### config.mk
export PLATFORM = sky130hd
export DESIGN_NAME = fragment_presence_bitmap_flat
export DESIGN_NICKNAME = d
export VERILOG_FILES = /design/src/hw/rtl/fpb_pkg.sv /design/src/hw/rtl/fpb_stream_if.sv /design/src/hw/rtl/fpb_map_ram.sv /design/src/hw/rtl/fpb_find_zero.sv /design/src/hw/rtl/fpb_seq.sv /design/src/hw/rtl/fragment_presence_bitmap.sv /design/src/flat_wrapper.sv
export VERILOG_INCLUDE_DIRS = /design/src /design/src/hw/rtl
export SDC_FILE = /design/constraint.sdc
export NUM_CORES = 2
export LEC_CHECK = 0
export BUFFER_PORTS_ARGS = -buffer_cell sky130_fd_sc_hd__buf_2
export CAP_MARGIN = 15
export CORE_MARGIN = 1.5
export CORE_UTILIZATION = 55
export CTS_BUF_LIST = sky130_fd_sc_hd__clkbuf_8
export DETAILED_ROUTE_END_ITERATION = 7
export GPL_TIMING_DRIVEN = 0
export PLACE_DENSITY = 0.79
export SLEW_MARGIN = 30
export SYNTH_ARGS = -nofsm -noshare
export SYNTH_HDL_FRONTEND = slang
export SYNTH_SLANG_ARGS = --single-unit
### constraint.sdc
create_clock -name clk_i -period 14.5 [get_ports clk_i]
set_input_delay 2.9 -clock clk_i [delete_from_list [all_inputs] [get_ports clk_i]]
set_output_delay 2.9 -clock clk_i [all_outputs]
set_load 0.005 [all_outputs]
### src/hw/rtl/fragment_presence_bitmap_macros.svh
// assertion macros for the fragment presence bitmap
// used by the top level; needs no package
`ifndef FRAGMENT_PRESENCE_BITMAP_MACROS_SVH
`define FRAGMENT_PRESENCE_BITMAP_MACROS_SVH

// same-cycle implication under the active-low reset
`define FPB_ASSERT_NOW(lbl, clk, rst_n, ante, cons, msg) \
  lbl: assert property (@(posedge clk) disable iff (!rst_n) (ante) |-> (cons)) \
    else $error(msg);

// next-cycle implication under the active-low reset
`define FPB_ASSERT_NEXT(lbl, clk, rst_n, ante, cons, msg) \
  lbl: assert property (@(posedge clk) disable iff (!rst_n) (ante) |=> (cons)) \
    else $error(msg);

`endif

### src/hw/rtl/fpb_pkg.sv
// shared types and constants for the fragment presence bitmap
// no dependencies; imported by every module of the block
`timescale 1ns / 1ps

package fpb_pkg;

  localparam int unsigned MAX_FRAGMENTS_DEF = 4096;
  localparam int unsigned MAX_LIST_DEF      = 64;

  localparam int unsigned FUNC_W   = 2;
  localparam int unsigned IDX_W    = 12;
  localparam int unsigned CAP_W    = 7;
  localparam int unsigned CNT_W    = 13;
  localparam int unsigned STATUS_W = 2;

  // one map row is one memory word
  localparam int unsigned WORD_W   = 32;
  localparam int unsigned OFF_W    = 5;
  localparam int unsigned ROWSEL_W = CNT_W - OFF_W;
  localparam int unsigned CNT_LIMIT = (1 << CNT_W) - 1;

  typedef enum logic [FUNC_W-1:0] {
    FN_MARK  = 2'd0,
    FN_CHECK = 2'd1,
    FN_LIST  = 2'd2,
    FN_NONE  = 2'd3
  } fpb_func_e;

  typedef enum logic [STATUS_W-1:0] {
    ST_OK           = 2'd0,
    ST_RANGE        = 2'd1,
    ST_NONE_MISSING = 2'd2
  } fpb_status_e;

  typedef enum logic [2:0] {
    S_CLEAR,
    S_IDLE,
    S_FETCH,
    S_MARK,
    S_CHECK,
    S_SCAN,
    S_REFUSE,
    S_DONE
  } fpb_state_e;

  typedef struct packed {
    logic [FUNC_W-1:0] func;
    logic [IDX_W-1:0]  frag_index;
    logic [CAP_W-1:0]  list_capacity;
  } fpb_req_t;

  typedef struct packed {
    logic [STATUS_W-1:0] status;
    logic                is_present;
    logic [IDX_W-1:0]    missing_index;
    logic                last;
  } fpb_rsp_t;

  typedef struct packed {
    logic             hit;
    logic [OFF_W-1:0] pos;
  } fpb_find_t;

  typedef struct packed {
    logic clearing;
    logic busy;
  } fpb_stat_t;

endpackage

### src/hw/rtl/fpb_stream_if.sv
// valid/ready stream channel carrying one payload item per transfer
// payload type is a parameter; types come from fpb_pkg
`timescale 1ns / 1ps

interface fpb_stream_if #(
  parameter type T = logic
);
  logic valid;
  logic ready;
  T     data;

  modport source (output valid, output data, input ready);
  modport sink   (input valid, input data, output ready);
endinterface

### src/hw/rtl/fpb_map_ram.sv
// presence map storage: one write port, one read port, registered read data
// depends on fpb_pkg for the word width
`timescale 1ns / 1ps

module fpb_map_ram import fpb_pkg::*; #(
  parameter int unsigned ROWS   = 128,
  parameter int unsigned ADDR_W = 7
) (
  input  logic              clk_i,
  input  logic              we_i,
  input  logic [ADDR_W-1:0] waddr_i,
  input  logic [WORD_W-1:0] wdata_i,
  input  logic              re_i,
  input  logic [ADDR_W-1:0] raddr_i,
  output logic [WORD_W-1:0] rdata_o
);

  logic [WORD_W-1:0] mem_q [ROWS];
  logic [WORD_W-1:0] rdata_q;

  always_ff @(posedge clk_i) begin
    if (we_i) begin
      mem_q[waddr_i] <= wdata_i;
    end
  end

  // read data holds until the next read
  always_ff @(posedge clk_i) begin
    if (re_i) begin
      rdata_q <= mem_q[raddr_i];
    end
  end

  assign rdata_o = rdata_q;

endmodule

### src/hw/rtl/fpb_find_zero.sv
// search unit: lowest clear bit of a map row inside a bit window
// depends on fpb_pkg for widths and the result struct
`timescale 1ns / 1ps

module fpb_find_zero import fpb_pkg::*; (
  input  logic [WORD_W-1:0] word_i,
  input  logic [OFF_W-1:0]  start_i,
  input  logic [OFF_W:0]    limit_i,
  output fpb_find_t         find_o
);

  logic [WORD_W-1:0] cand;

  always_comb begin
    for (int j = 0; j < WORD_W; j++) begin
      cand[j] = !word_i[j] && (OFF_W'(j) >= start_i) && ((OFF_W + 1)'(j) < limit_i);
    end
  end

  always_comb begin
    find_o.hit = |cand;
    find_o.pos = '0;
    for (int j = WORD_W - 1; j >= 0; j--) begin
      if (cand[j]) begin
        find_o.pos = OFF_W'(j);
      end
    end
  end

endmodule

### src/hw/rtl/fpb_seq.sv
// sequencer: request decode, map clearing sweep, row fetch and scan, result register
// depends on fpb_pkg; drives fpb_map_ram and fpb_find_zero
`timescale 1ns / 1ps

module fpb_seq import fpb_pkg::*; #(
  parameter int unsigned MAX_FRAGMENTS = MAX_FRAGMENTS_DEF,
  parameter int unsigned MAX_LIST      = MAX_LIST_DEF,
  parameter int unsigned ROWS          = 128,
  parameter int unsigned ROW_W         = 7
) (
  input  logic              clk_i,
  input  logic              rst_ni,
  input  logic              cfg_we_i,
  input  logic [CNT_W-1:0]  cfg_wdata_i,
  input  logic              req_valid_i,
  input  fpb_req_t          req_data_i,
  output logic              req_ready_o,
  output logic              rsp_valid_o,
  output fpb_rsp_t          rsp_data_o,
  input  logic              rsp_ready_i,
  output logic              ram_we_o,
  output logic [ROW_W-1:0]  ram_waddr_o,
  output logic [WORD_W-1:0] ram_wdata_o,
  output logic              ram_re_o,
  output logic [ROW_W-1:0]  ram_raddr_o,
  input  logic [WORD_W-1:0] ram_rdata_i,
  output logic [OFF_W-1:0]  find_start_o,
  output logic [OFF_W:0]    find_limit_o,
  input  fpb_find_t         find_i,
  output fpb_stat_t         stat_o
);

  localparam int unsigned EFF_FRAGS = (MAX_FRAGMENTS < CNT_LIMIT) ? MAX_FRAGMENTS : CNT_LIMIT;
  localparam logic [CNT_W-1:0] CNT_MAX  = CNT_W'(EFF_FRAGS);
  localparam logic [CAP_W-1:0] CAP_MAX  = CAP_W'(MAX_LIST);
  localparam logic [ROW_W-1:0] ROW_LAST = ROW_W'(ROWS - 1);

  fpb_state_e          state_q, state_d;
  logic [CNT_W-1:0]    count_q;
  logic [ROW_W-1:0]    clr_q;
  fpb_func_e           func_q;
  logic [CNT_W-1:0]    scan_q;
  logic [CAP_W-1:0]    cap_q;
  logic [CAP_W-1:0]    n_q;
  logic                pend_valid_q;
  logic [IDX_W-1:0]    pend_idx_q;
  logic                out_valid_q;
  fpb_rsp_t            out_data_q;

  logic                in_xfer;
  logic                can_emit;
  logic                emit;
  fpb_rsp_t            emit_rsp;
  logic                take_hit;
  logic [ROWSEL_W-1:0] row_sel;
  logic [ROWSEL_W:0]   row_nxt;
  logic [CNT_W:0]      next_base;
  logic                past_end;
  logic [CNT_W-1:0]    hit_idx;
  logic                cap_hit;
  logic [CNT_W-1:0]    cfg_sat;
  logic [CAP_W-1:0]    cap_sat;

  assign in_xfer   = req_valid_i && req_ready_o;
  assign can_emit  = !out_valid_q || rsp_ready_i;
  assign row_sel   = scan_q[CNT_W-1:OFF_W];
  assign row_nxt   = {1'b0, row_sel} + {{ROWSEL_W{1'b0}}, 1'b1};
  assign next_base = {row_nxt, {OFF_W{1'b0}}};
  assign past_end  = next_base >= {1'b0, count_q};
  assign hit_idx   = {row_sel, find_i.pos};
  // a hit is taken unless an earlier index still waits for the result register
  assign take_hit  = find_i.hit && (!pend_valid_q || can_emit);
  assign cap_hit   = (n_q + CAP_W'(1)) == cap_q;

  assign cfg_sat = (cfg_wdata_i > CNT_MAX) ? CNT_MAX : cfg_wdata_i;

  always_comb begin
    priority if (req_data_i.list_capacity == '0) begin
      cap_sat = CAP_W'(1);
    end else if (req_data_i.list_capacity > CAP_MAX) begin
      cap_sat = CAP_MAX;
    end else begin
      cap_sat = req_data_i.list_capacity;
    end
  end

  // window of the current row that lies at or after the scan point and below the count
  assign find_start_o = scan_q[OFF_W-1:0];
  assign find_limit_o = (row_sel == count_q[CNT_W-1:OFF_W]) ?
                        {1'b0, count_q[OFF_W-1:0]} : (OFF_W + 1)'(WORD_W);

  // next state
  always_comb begin
    state_d = state_q;
    unique case (state_q)
      S_CLEAR: begin
        if (clr_q == ROW_LAST) begin
          state_d = S_IDLE;
        end
      end
      S_IDLE: begin
        if (in_xfer) begin
          priority if (req_data_i.func == FN_NONE) begin
            state_d = S_IDLE;
          end else if ({1'b0, req_data_i.frag_index} >= count_q) begin
            state_d = S_REFUSE;
          end else begin
            state_d = S_FETCH;
          end
        end
      end
      S_FETCH: begin
        unique case (func_q)
          FN_MARK:  state_d = S_MARK;
          FN_CHECK: state_d = S_CHECK;
          FN_LIST:  state_d = S_SCAN;
          FN_NONE:  state_d = S_IDLE;
        endcase
      end
      S_MARK, S_CHECK, S_REFUSE, S_DONE: begin
        if (can_emit) begin
          state_d = S_IDLE;
        end
      end
      S_SCAN: begin
        if (take_hit) begin
          priority if (cap_hit) begin
            state_d = S_DONE;
          end else if (find_i.pos == {OFF_W{1'b1}}) begin
            state_d = past_end ? S_DONE : S_FETCH;
          end else begin
            state_d = S_SCAN;
          end
        end else if (!find_i.hit) begin
          state_d = past_end ? S_DONE : S_FETCH;
        end
      end
      default: state_d = S_IDLE;
    endcase
    // a count write restarts the clearing sweep
    if (cfg_we_i) begin
      state_d = S_CLEAR;
    end
  end

  // outputs of the sequencer
  always_comb begin
    req_ready_o = 1'b0;
    ram_we_o    = 1'b0;
    ram_waddr_o = scan_q[OFF_W +: ROW_W];
    ram_wdata_o = ram_rdata_i | (WORD_W'(1) << scan_q[OFF_W-1:0]);
    ram_re_o    = 1'b0;
    ram_raddr_o = scan_q[OFF_W +: ROW_W];
    emit        = 1'b0;
    emit_rsp    = '{status: ST_OK, is_present: 1'b0, missing_index: '0, last: 1'b1};
    unique case (state_q)
      S_CLEAR: begin
        ram_we_o    = 1'b1;
        ram_waddr_o = clr_q;
        ram_wdata_o = '0;
      end
      S_IDLE: begin
        req_ready_o = 1'b1;
      end
      S_FETCH: begin
        ram_re_o = 1'b1;
      end
      S_MARK: begin
        emit     = can_emit;
        ram_we_o = can_emit;
      end
      S_CHECK: begin
        emit                = can_emit;
        emit_rsp.is_present = ram_rdata_i[scan_q[OFF_W-1:0]];
      end
      S_REFUSE: begin
        emit            = can_emit;
        emit_rsp.status = ST_RANGE;
      end
      S_SCAN: begin
        emit                   = take_hit && pend_valid_q;
        emit_rsp.missing_index = pend_idx_q;
        emit_rsp.last          = 1'b0;
      end
      S_DONE: begin
        emit = can_emit;
        if (pend_valid_q) begin
          emit_rsp.missing_index = pend_idx_q;
        end else begin
          emit_rsp.status = ST_NONE_MISSING;
        end
      end
      default: begin
        emit = 1'b0;
      end
    endcase
  end

  always_ff @(posedge clk_i or negedge rst_ni) begin
    if (!rst_ni) begin
      state_q      <= S_CLEAR;
      count_q      <= '0;
      clr_q        <= '0;
      func_q       <= FN_NONE;
      scan_q       <= '0;
      cap_q        <= CAP_W'(1);
      n_q          <= '0;
      pend_valid_q <= 1'b0;
      out_valid_q  <= 1'b0;
    end else begin
      state_q <= state_d;
      if (cfg_we_i) begin
        count_q <= cfg_sat;
        clr_q   <= '0;
      end else if (state_q == S_CLEAR) begin
        clr_q <= clr_q + ROW_W'(1);
      end
      if (in_xfer) begin
        func_q       <= fpb_func_e'(req_data_i.func);
        scan_q       <= {1'b0, req_data_i.frag_index};
        cap_q        <= cap_sat;
        n_q          <= '0;
        pend_valid_q <= 1'b0;
      end else if (state_q == S_SCAN) begin
        if (take_hit) begin
          pend_valid_q <= 1'b1;
          n_q          <= n_q + CAP_W'(1);
          scan_q       <= hit_idx + CNT_W'(1);
        end else if (!find_i.hit) begin
          scan_q <= next_base[CNT_W-1:0];
        end
      end
      if (emit) begin
        out_valid_q <= 1'b1;
      end else if (rsp_ready_i) begin
        out_valid_q <= 1'b0;
      end
    end
  end

  always_ff @(posedge clk_i) begin
    if (state_q == S_SCAN && take_hit) begin
      pend_idx_q <= hit_idx[IDX_W-1:0];
    end
    if (emit) begin
      out_data_q <= emit_rsp;
    end
  end

  assign rsp_valid_o    = out_valid_q;
  assign rsp_data_o     = out_data_q;
  assign stat_o.clearing = (state_q == S_CLEAR);
  assign stat_o.busy     = (state_q != S_IDLE);

endmodule

### src/hw/rtl/fragment_presence_bitmap.sv
// fragment presence bitmap: top level tying sequencer, search unit and map memory
// depends on fpb_pkg, fpb_stream_if, fpb_seq, fpb_find_zero, fpb_map_ram and the macro header
//
// Requests arrive on req_i (func, frag_index, list_capacity), results leave on rsp_o
// (status, is_present, missing_index, last); both are valid/ready channels and a
// transfer happens when valid and ready are high at a rising clk_i edge.
// cfg_we_i with cfg_wdata_i writes fragment_count and starts a clearing pass.
// The map is stored as 32-bit rows in a one-read one-write memory; one find-zero unit
// searches the current row. req_i.ready is high only while the sequencer is idle.
// Mark and check: the map row is fetched, then the result enters the output register.
// Refused index: the result enters the output register without a row fetch. List: each
// scanned row is fetched and then searched, each index found is passed on as a result,
// and a final result closes the scan; each result is its own transfer, last flags the
// final one.
// Reset (asynchronous, rst_ni low) and every count write run a clearing pass over
// every map row before the next request is taken.
// A stalled receiver holds the result register; the other states wait for it, a scan stops
// at a new hit while an earlier index waits for it, and nothing is dropped.
`timescale 1ns / 1ps
`include "fragment_presence_bitmap_macros.svh"

module fragment_presence_bitmap import fpb_pkg::*; #(
  parameter int unsigned MAX_FRAGMENTS = MAX_FRAGMENTS_DEF,
  parameter int unsigned MAX_LIST      = MAX_LIST_DEF
) (
  input  logic             clk_i,
  input  logic             rst_ni,
  input  logic             cfg_we_i,
  input  logic [CNT_W-1:0] cfg_wdata_i,
  fpb_stream_if.sink       req_i,
  fpb_stream_if.source     rsp_o
);

  localparam int unsigned EFF_FRAGS = (MAX_FRAGMENTS < CNT_LIMIT) ? MAX_FRAGMENTS : CNT_LIMIT;
  localparam int unsigned ROWS      = (EFF_FRAGS + WORD_W - 1) / WORD_W;
  localparam int unsigned ROW_W     = (ROWS > 1) ? $clog2(ROWS) : 1;

  fpb_req_t          req_data;
  fpb_rsp_t          rsp_data;
  logic              req_ready;
  logic              rsp_valid;
  logic              ram_we;
  logic [ROW_W-1:0]  ram_waddr;
  logic [WORD_W-1:0] ram_wdata;
  logic              ram_re;
  logic [ROW_W-1:0]  ram_raddr;
  logic [WORD_W-1:0] ram_rdata;
  logic [OFF_W-1:0]  find_start;
  logic [OFF_W:0]    find_limit;
  fpb_find_t         find;
  fpb_stat_t         stat;

  assign req_data    = req_i.data;
  assign req_i.ready = req_ready;
  assign rsp_o.valid = rsp_valid;
  assign rsp_o.data  = rsp_data;

  fpb_seq #(
    .MAX_FRAGMENTS (MAX_FRAGMENTS),
    .MAX_LIST      (MAX_LIST),
    .ROWS          (ROWS),
    .ROW_W         (ROW_W)
  ) u_seq (
    .clk_i        (clk_i),
    .rst_ni       (rst_ni),
    .cfg_we_i     (cfg_we_i),
    .cfg_wdata_i  (cfg_wdata_i),
    .req_valid_i  (req_i.valid),
    .req_data_i   (req_data),
    .req_ready_o  (req_ready),
    .rsp_valid_o  (rsp_valid),
    .rsp_data_o   (rsp_data),
    .rsp_ready_i  (rsp_o.ready),
    .ram_we_o     (ram_we),
    .ram_waddr_o  (ram_waddr),
    .ram_wdata_o  (ram_wdata),
    .ram_re_o     (ram_re),
    .ram_raddr_o  (ram_raddr),
    .ram_rdata_i  (ram_rdata),
    .find_start_o (find_start),
    .find_limit_o (find_limit),
    .find_i       (find),
    .stat_o       (stat)
  );

  fpb_find_zero u_find (
    .word_i  (ram_rdata),
    .start_i (find_start),
    .limit_i (find_limit),
    .find_o  (find)
  );

  fpb_map_ram #(
    .ROWS   (ROWS),
    .ADDR_W (ROW_W)
  ) u_ram (
    .clk_i   (clk_i),
    .we_i    (ram_we),
    .waddr_i (ram_waddr),
    .wdata_i (ram_wdata),
    .re_i    (ram_re),
    .raddr_i (ram_raddr),
    .rdata_o (ram_rdata)
  );

  `FPB_ASSERT_NOW(a_clear_blocks_req, clk_i, rst_ni, stat.clearing, !req_ready, "request taken during clearing pass")
  `FPB_ASSERT_NEXT(a_cfg_starts_clear, clk_i, rst_ni, cfg_we_i, stat.clearing, "count write did not start clearing")
  `FPB_ASSERT_NEXT(a_req_makes_busy, clk_i, rst_ni, req_i.valid && req_ready && (req_data.func != FN_NONE), stat.busy, "sequencer idle after accepted request")
  `FPB_ASSERT_NOW(a_present_only_ok, clk_i, rst_ni, rsp_valid && rsp_data.is_present, (rsp_data.status == ST_OK) && rsp_data.last, "presence flag on a non-check result")

endmodule

### src/flat_wrapper.sv
// flat-port wrapper written by rule: the top's interface ports become plain ports
module fragment_presence_bitmap_flat import fpb_pkg::*;
#(
  parameter int unsigned MAX_FRAGMENTS = MAX_FRAGMENTS_DEF,
  parameter int unsigned MAX_LIST      = MAX_LIST_DEF
)
  (clk_i, rst_ni, cfg_we_i, cfg_wdata_i, req_i_valid, req_i_data, req_i_ready, rsp_o_valid, rsp_o_data, rsp_o_ready);
  fpb_stream_if #(.T(fpb_req_t)) req_i_i ();
  fpb_stream_if #(.T(fpb_rsp_t)) rsp_o_i ();
  input  logic clk_i;
  input  logic rst_ni;
  input  logic cfg_we_i;
  input  logic [CNT_W-1:0] cfg_wdata_i;
  input wire logic [$bits(req_i_i.valid)-1:0] req_i_valid;
  input wire logic [$bits(req_i_i.data)-1:0] req_i_data;
  output wire logic [$bits(req_i_i.ready)-1:0] req_i_ready;
  output wire logic [$bits(rsp_o_i.valid)-1:0] rsp_o_valid;
  output wire logic [$bits(rsp_o_i.data)-1:0] rsp_o_data;
  input wire logic [$bits(rsp_o_i.ready)-1:0] rsp_o_ready;
  assign req_i_i.valid = req_i_valid;
  assign req_i_i.data = req_i_data;
  assign req_i_ready = req_i_i.ready;
  assign rsp_o_valid = rsp_o_i.valid;
  assign rsp_o_data = rsp_o_i.data;
  assign rsp_o_i.ready = rsp_o_ready;
  fragment_presence_bitmap #(.MAX_FRAGMENTS(MAX_FRAGMENTS), .MAX_LIST(MAX_LIST)) u_core (.clk_i(clk_i), .rst_ni(rst_ni), .cfg_we_i(cfg_we_i), .cfg_wdata_i(cfg_wdata_i), .req_i(req_i_i), .rsp_o(rsp_o_i));
endmodule
==> results.yml <==
synthesis:
  async_flop_share_pct: 1.28
  synth_top_area_share_pct: 76.3
  synth.yosys.seq_area_share_pct: 77.1
  synth_largest_area_cell: "edfxtp_1"
  synth_seq_cells: 4210
  ys.flop_type: "edfxtp_1"
  synth_nets: 6910
  syn_area_um2: 164000
  synth_area_leaders: "edfxtp_1 (76%), mux4_2 (19%), dfrtp_1 (0.78%), clkbuf_1 (0.52%), nor2_1 (0.50%)"
  synth_edf_count: 4156
  yosys_warnings: 0
  netlist_instances: 6844
  syn_avg_cell_area_um2: 23.9
  yosysUniqueCellTypes: 85
timing:
  slew_headroom_pct: 19.0
  post-route-period-util_pct: 49.2
  finalSetupTns_ns: 0
  maxSlewViolCount: 0
  fin_hold_ws_ns: 0.450
  clock.fmax_mhz: 140
  hold_violations: 0
  rsz0062_at_grt: "no"
  postLayoutSetupSlackWorst_ns: 7.37
  skew_ns: 0.0730
  period_minus_slack_ns: 7.13
  setup_violations: 0
  tightest_slew_ns: 1.20
critical_path:
  reg2regPathDepth: 23
  critPathLaunchType: "flop"
  crit_fanout: 10
  reg2reg_to: "u_core.u_seq.state_q[2]"
  required_ns: 15.42
  r2r_start: "u_core.u_seq.scan_q[5]"
  path_class: "flop to flop"
  end_kind: "flop"
  reg2reg_slack_ns: 7.37
  cp_data_arrival_time_ns: 8.05
detailed_routing:
  antenna_left: 0
  drc: 175
  routedWlPerCell_um: 39.7
  routed_wl_um: 491000
  vias_per_cell: 7.04
  drtPass1Iterations: 8
  num_vias: 86931
  drt_first_iter_violations: 14831
clock_network:
  cts_buffers: 627
  cts-resized-gates: 0
  clock_path_buffers: 4
  cts_root_buffer: "clkbuf_8"
  holdBufCountCts: 0
  path_clk_slew_ns: 0.06
  clk_latency_ns: 1.15
  htree_num_levels: 6
  post-cts-setup-buffers: 0
  cts.sinks: 4210
  cts_tree: "done"
placement:
  pre_cts_ws_ns: 7.13
  hpwl_um: 342000
  io_buffers: 55
  routabilityCongestion: 0.996
layout:
  layout_common_cells: "edfxtp_1 (4156), mux4_2 (1353), clkbuf_8 (643)"
  drive_gt1_share_pct: 35.6
  post-route-util_pct: 64.4
  syn_to_final_growth_pct: 16.6
  n_fill_cell: 17287
  final_common_cell: "edfxtp_1"
  layout.nets: 7948
global_route:
  antenna_found_initial: 84
  grt_pass1_vias: 87092
  track_usage_pct: 32.7
  overflow: 0
  grt_max_degree: 43
  grt_pass1_wl_um: 675000
die:
  core_um2: 296000
  start_util_pct: 55.2
  fp.dieH_um: 548
  fp.dieW_um: 548
  fp-row-count: 200
  io_pins: 57
  die_area_um2: 301000
pwr:
  combPwrFrac_pct: 36.6
  p_leak_nw: 60.6
  p_clk_share_pct: 23.7
  p_int_mw: 24.5
  pwr-share-seq_pct: 39.6
  p_sw_share_pct: 35.2
  power.density_nw_per_um2: 199
  ir_worst_vdd_v: 0.000119
  p_switching_mw: 13.4
  power.total_mw: 37.9
min_path:
  holdPathEnd: "u_core.u_seq.pend_idx_q[9]"
  hp-start: "u_core.u_seq.scan_q[9]"
  min_path_cells: 0
  hp-class: "flop to flop"
outcome:
  outcome: "complete, but fails checks"
  violations: "design-rule violations"
run:
  drv_cap: 0
==> routing by layer <==
layer	global-route usage [%]	vias to the layer above	share of wire (%)
li1	-	31876	-
met1	40.0	44768	32
met2	50.7	8427	47
met3	10.9	1818	14
met4	20.5	42	7.2
met5	0.269	-	0.074
==> cell type report <==
| type | instances | area [µm²] | share of cell area (%) |
|---|---|---|---|
| flip-flops and latches | 4210 | 126000 | 66.1 |
| multi-input cells | 2232 | 37100 | 19.4 |
| repair buffers | 409 | 9440 | 4.95 |
| clock buffers | 643 | 8850 | 4.64 |
| well taps | 3939 | 4930 | 2.58 |
| clock inverters | 480 | 2480 | 1.30 |
| plain buffers | 370 | 1690 | 0.887 |
| inverters | 32 | 120 | 0.0630 |
| diodes | 33 | 82.6 | 0.0433 |
==> metrics by stage <==
step                instances  area (µm²)
global placement        10838      169000
detailed placement      11189      179000
finish                  12348      191000
global route            12318      191000
CTS                     12312      191000
floorplan                6844      164000
==> synth_stat cells, types with 6 or more instances <==
master    instances
nand2_1         108
inv_1            30
or3_1            10
or2_2             8
mux2_2           32
and2_1           17
o21ai_0          53
xor2_1           17
a21o_1           13
o31ai_1          10
buf_2            13
buf_1           119
nand4_1          12
buf_4            11
xnor2_1          10
nand3_1          41
a211o_1           7
nor4_1           10
nor2b_1           6
nor3_1           25
nand2b_1         10
clkbuf_1        225
edfxtp_1       4156
nor2_1          217
a21oi_1          64
o211ai_1         18
mux2i_1           8
mux4_2         1353
ha_1             27
a211oi_1          7
nand3b_1         13
dfrtp_1          51
o21a_1            7
a31oi_1          21
and3_1           12
==> sequential cells by signal, summed over array words and instances, names as in the netlist <==
name	cells
u_core.u_ram.mem_q	4096
u_core.u_ram.rdata_o	32
u_core.u_seq.rsp_data_o	16
u_core.u_seq.count_q	13
u_core.u_seq.scan_q	13
u_core.u_seq.pend_idx_q	12
u_core.u_seq.cap_q	7
u_core.u_seq.clr_q	7
u_core.u_seq.n_q	7
u_core.u_seq.state_q	3
u_core.u_seq.func_q	2
u_core.u_seq.pend_valid_q	1
u_core.u_seq.rsp_valid_o	1
==> worst max-delay path: stages, from the launching register on <==
cell and delay, ns:
dfrtp_1 0.70, clkbuf_1 0.19, clkbuf_2 0.28, buf_16 0.23, clkbuf_2 0.43, buf_2 0.57, inv_1 0.35, ha_1 0.41
nand4b_2 0.41, nor2_1 0.52, o2111ai_1 0.22, a311o_1 0.42, a31oi_1 0.33, a211oi_2 0.16, a21oi_1 0.28, ha_1 0.25
o211ai_1 0.17, nor2_1 0.14, ha_1 0.27, nand2_1 0.09, nand2_1 0.07, o211ai_1 0.10, a31oi_1 0.22, a221oi_1 0.11
==> power groups by stage <==
stage          registers (mW)  logic (mW)  clock network (mW)
6_report                 15.0        13.9                9.00
5_1_grt                  15.0        13.9                9.50
3_5_place_dp             15.3        13.2                   0
3_3_place_gp             15.7        11.3                   0
2_1_floorplan            15.4        6.87                   0
4_1_cts                  15.0        13.3                9.02
==> worst max path at each step <==
stage / start / end / slack, ns / cells past startpoint
2_1_floorplan: rsp_o_ready / u_core.u_ram.mem_q[101][0] / 8.62 / 6
3_3_place_gp: u_core.u_seq.scan_q[0] / u_core.u_ram.mem_q[42][17] / 4.46 / 6
3_5_place_dp: u_core.u_seq.scan_q[5] / u_core.u_seq.state_q[2] / 7.13 / 23
4_1_cts: u_core.u_seq.scan_q[5] / u_core.u_seq.state_q[2] / 7.08 / 23
5_1_grt: u_core.u_seq.scan_q[5] / u_core.u_seq.state_q[2] / 7.09 / 23
6_report: u_core.u_seq.scan_q[5] / u_core.u_seq.state_q[2] / 7.37 / 23
==> cell families (layout without fill, tap and decap cells) <==
kind of cell / count (synthesis) / count (layout) / share of synthesized area, %
and+or+nand+nor: 508 / 508 / 1.45
adders and majority gates: 27 / 27 / 0.207
DFF: 4210 / 4210 / 77.1
buffers and inverters: 402 / 1934 / 0.967
other: 0 / 33 / 0
xor gates and xnor gates: 33 / 33 / 0.218
muxes: 1393 / 1393 / 18.9
AOI/OAI and AO/OA: 271 / 271 / 1.13
Note: power is estimated with default switching activity, not from simulation.
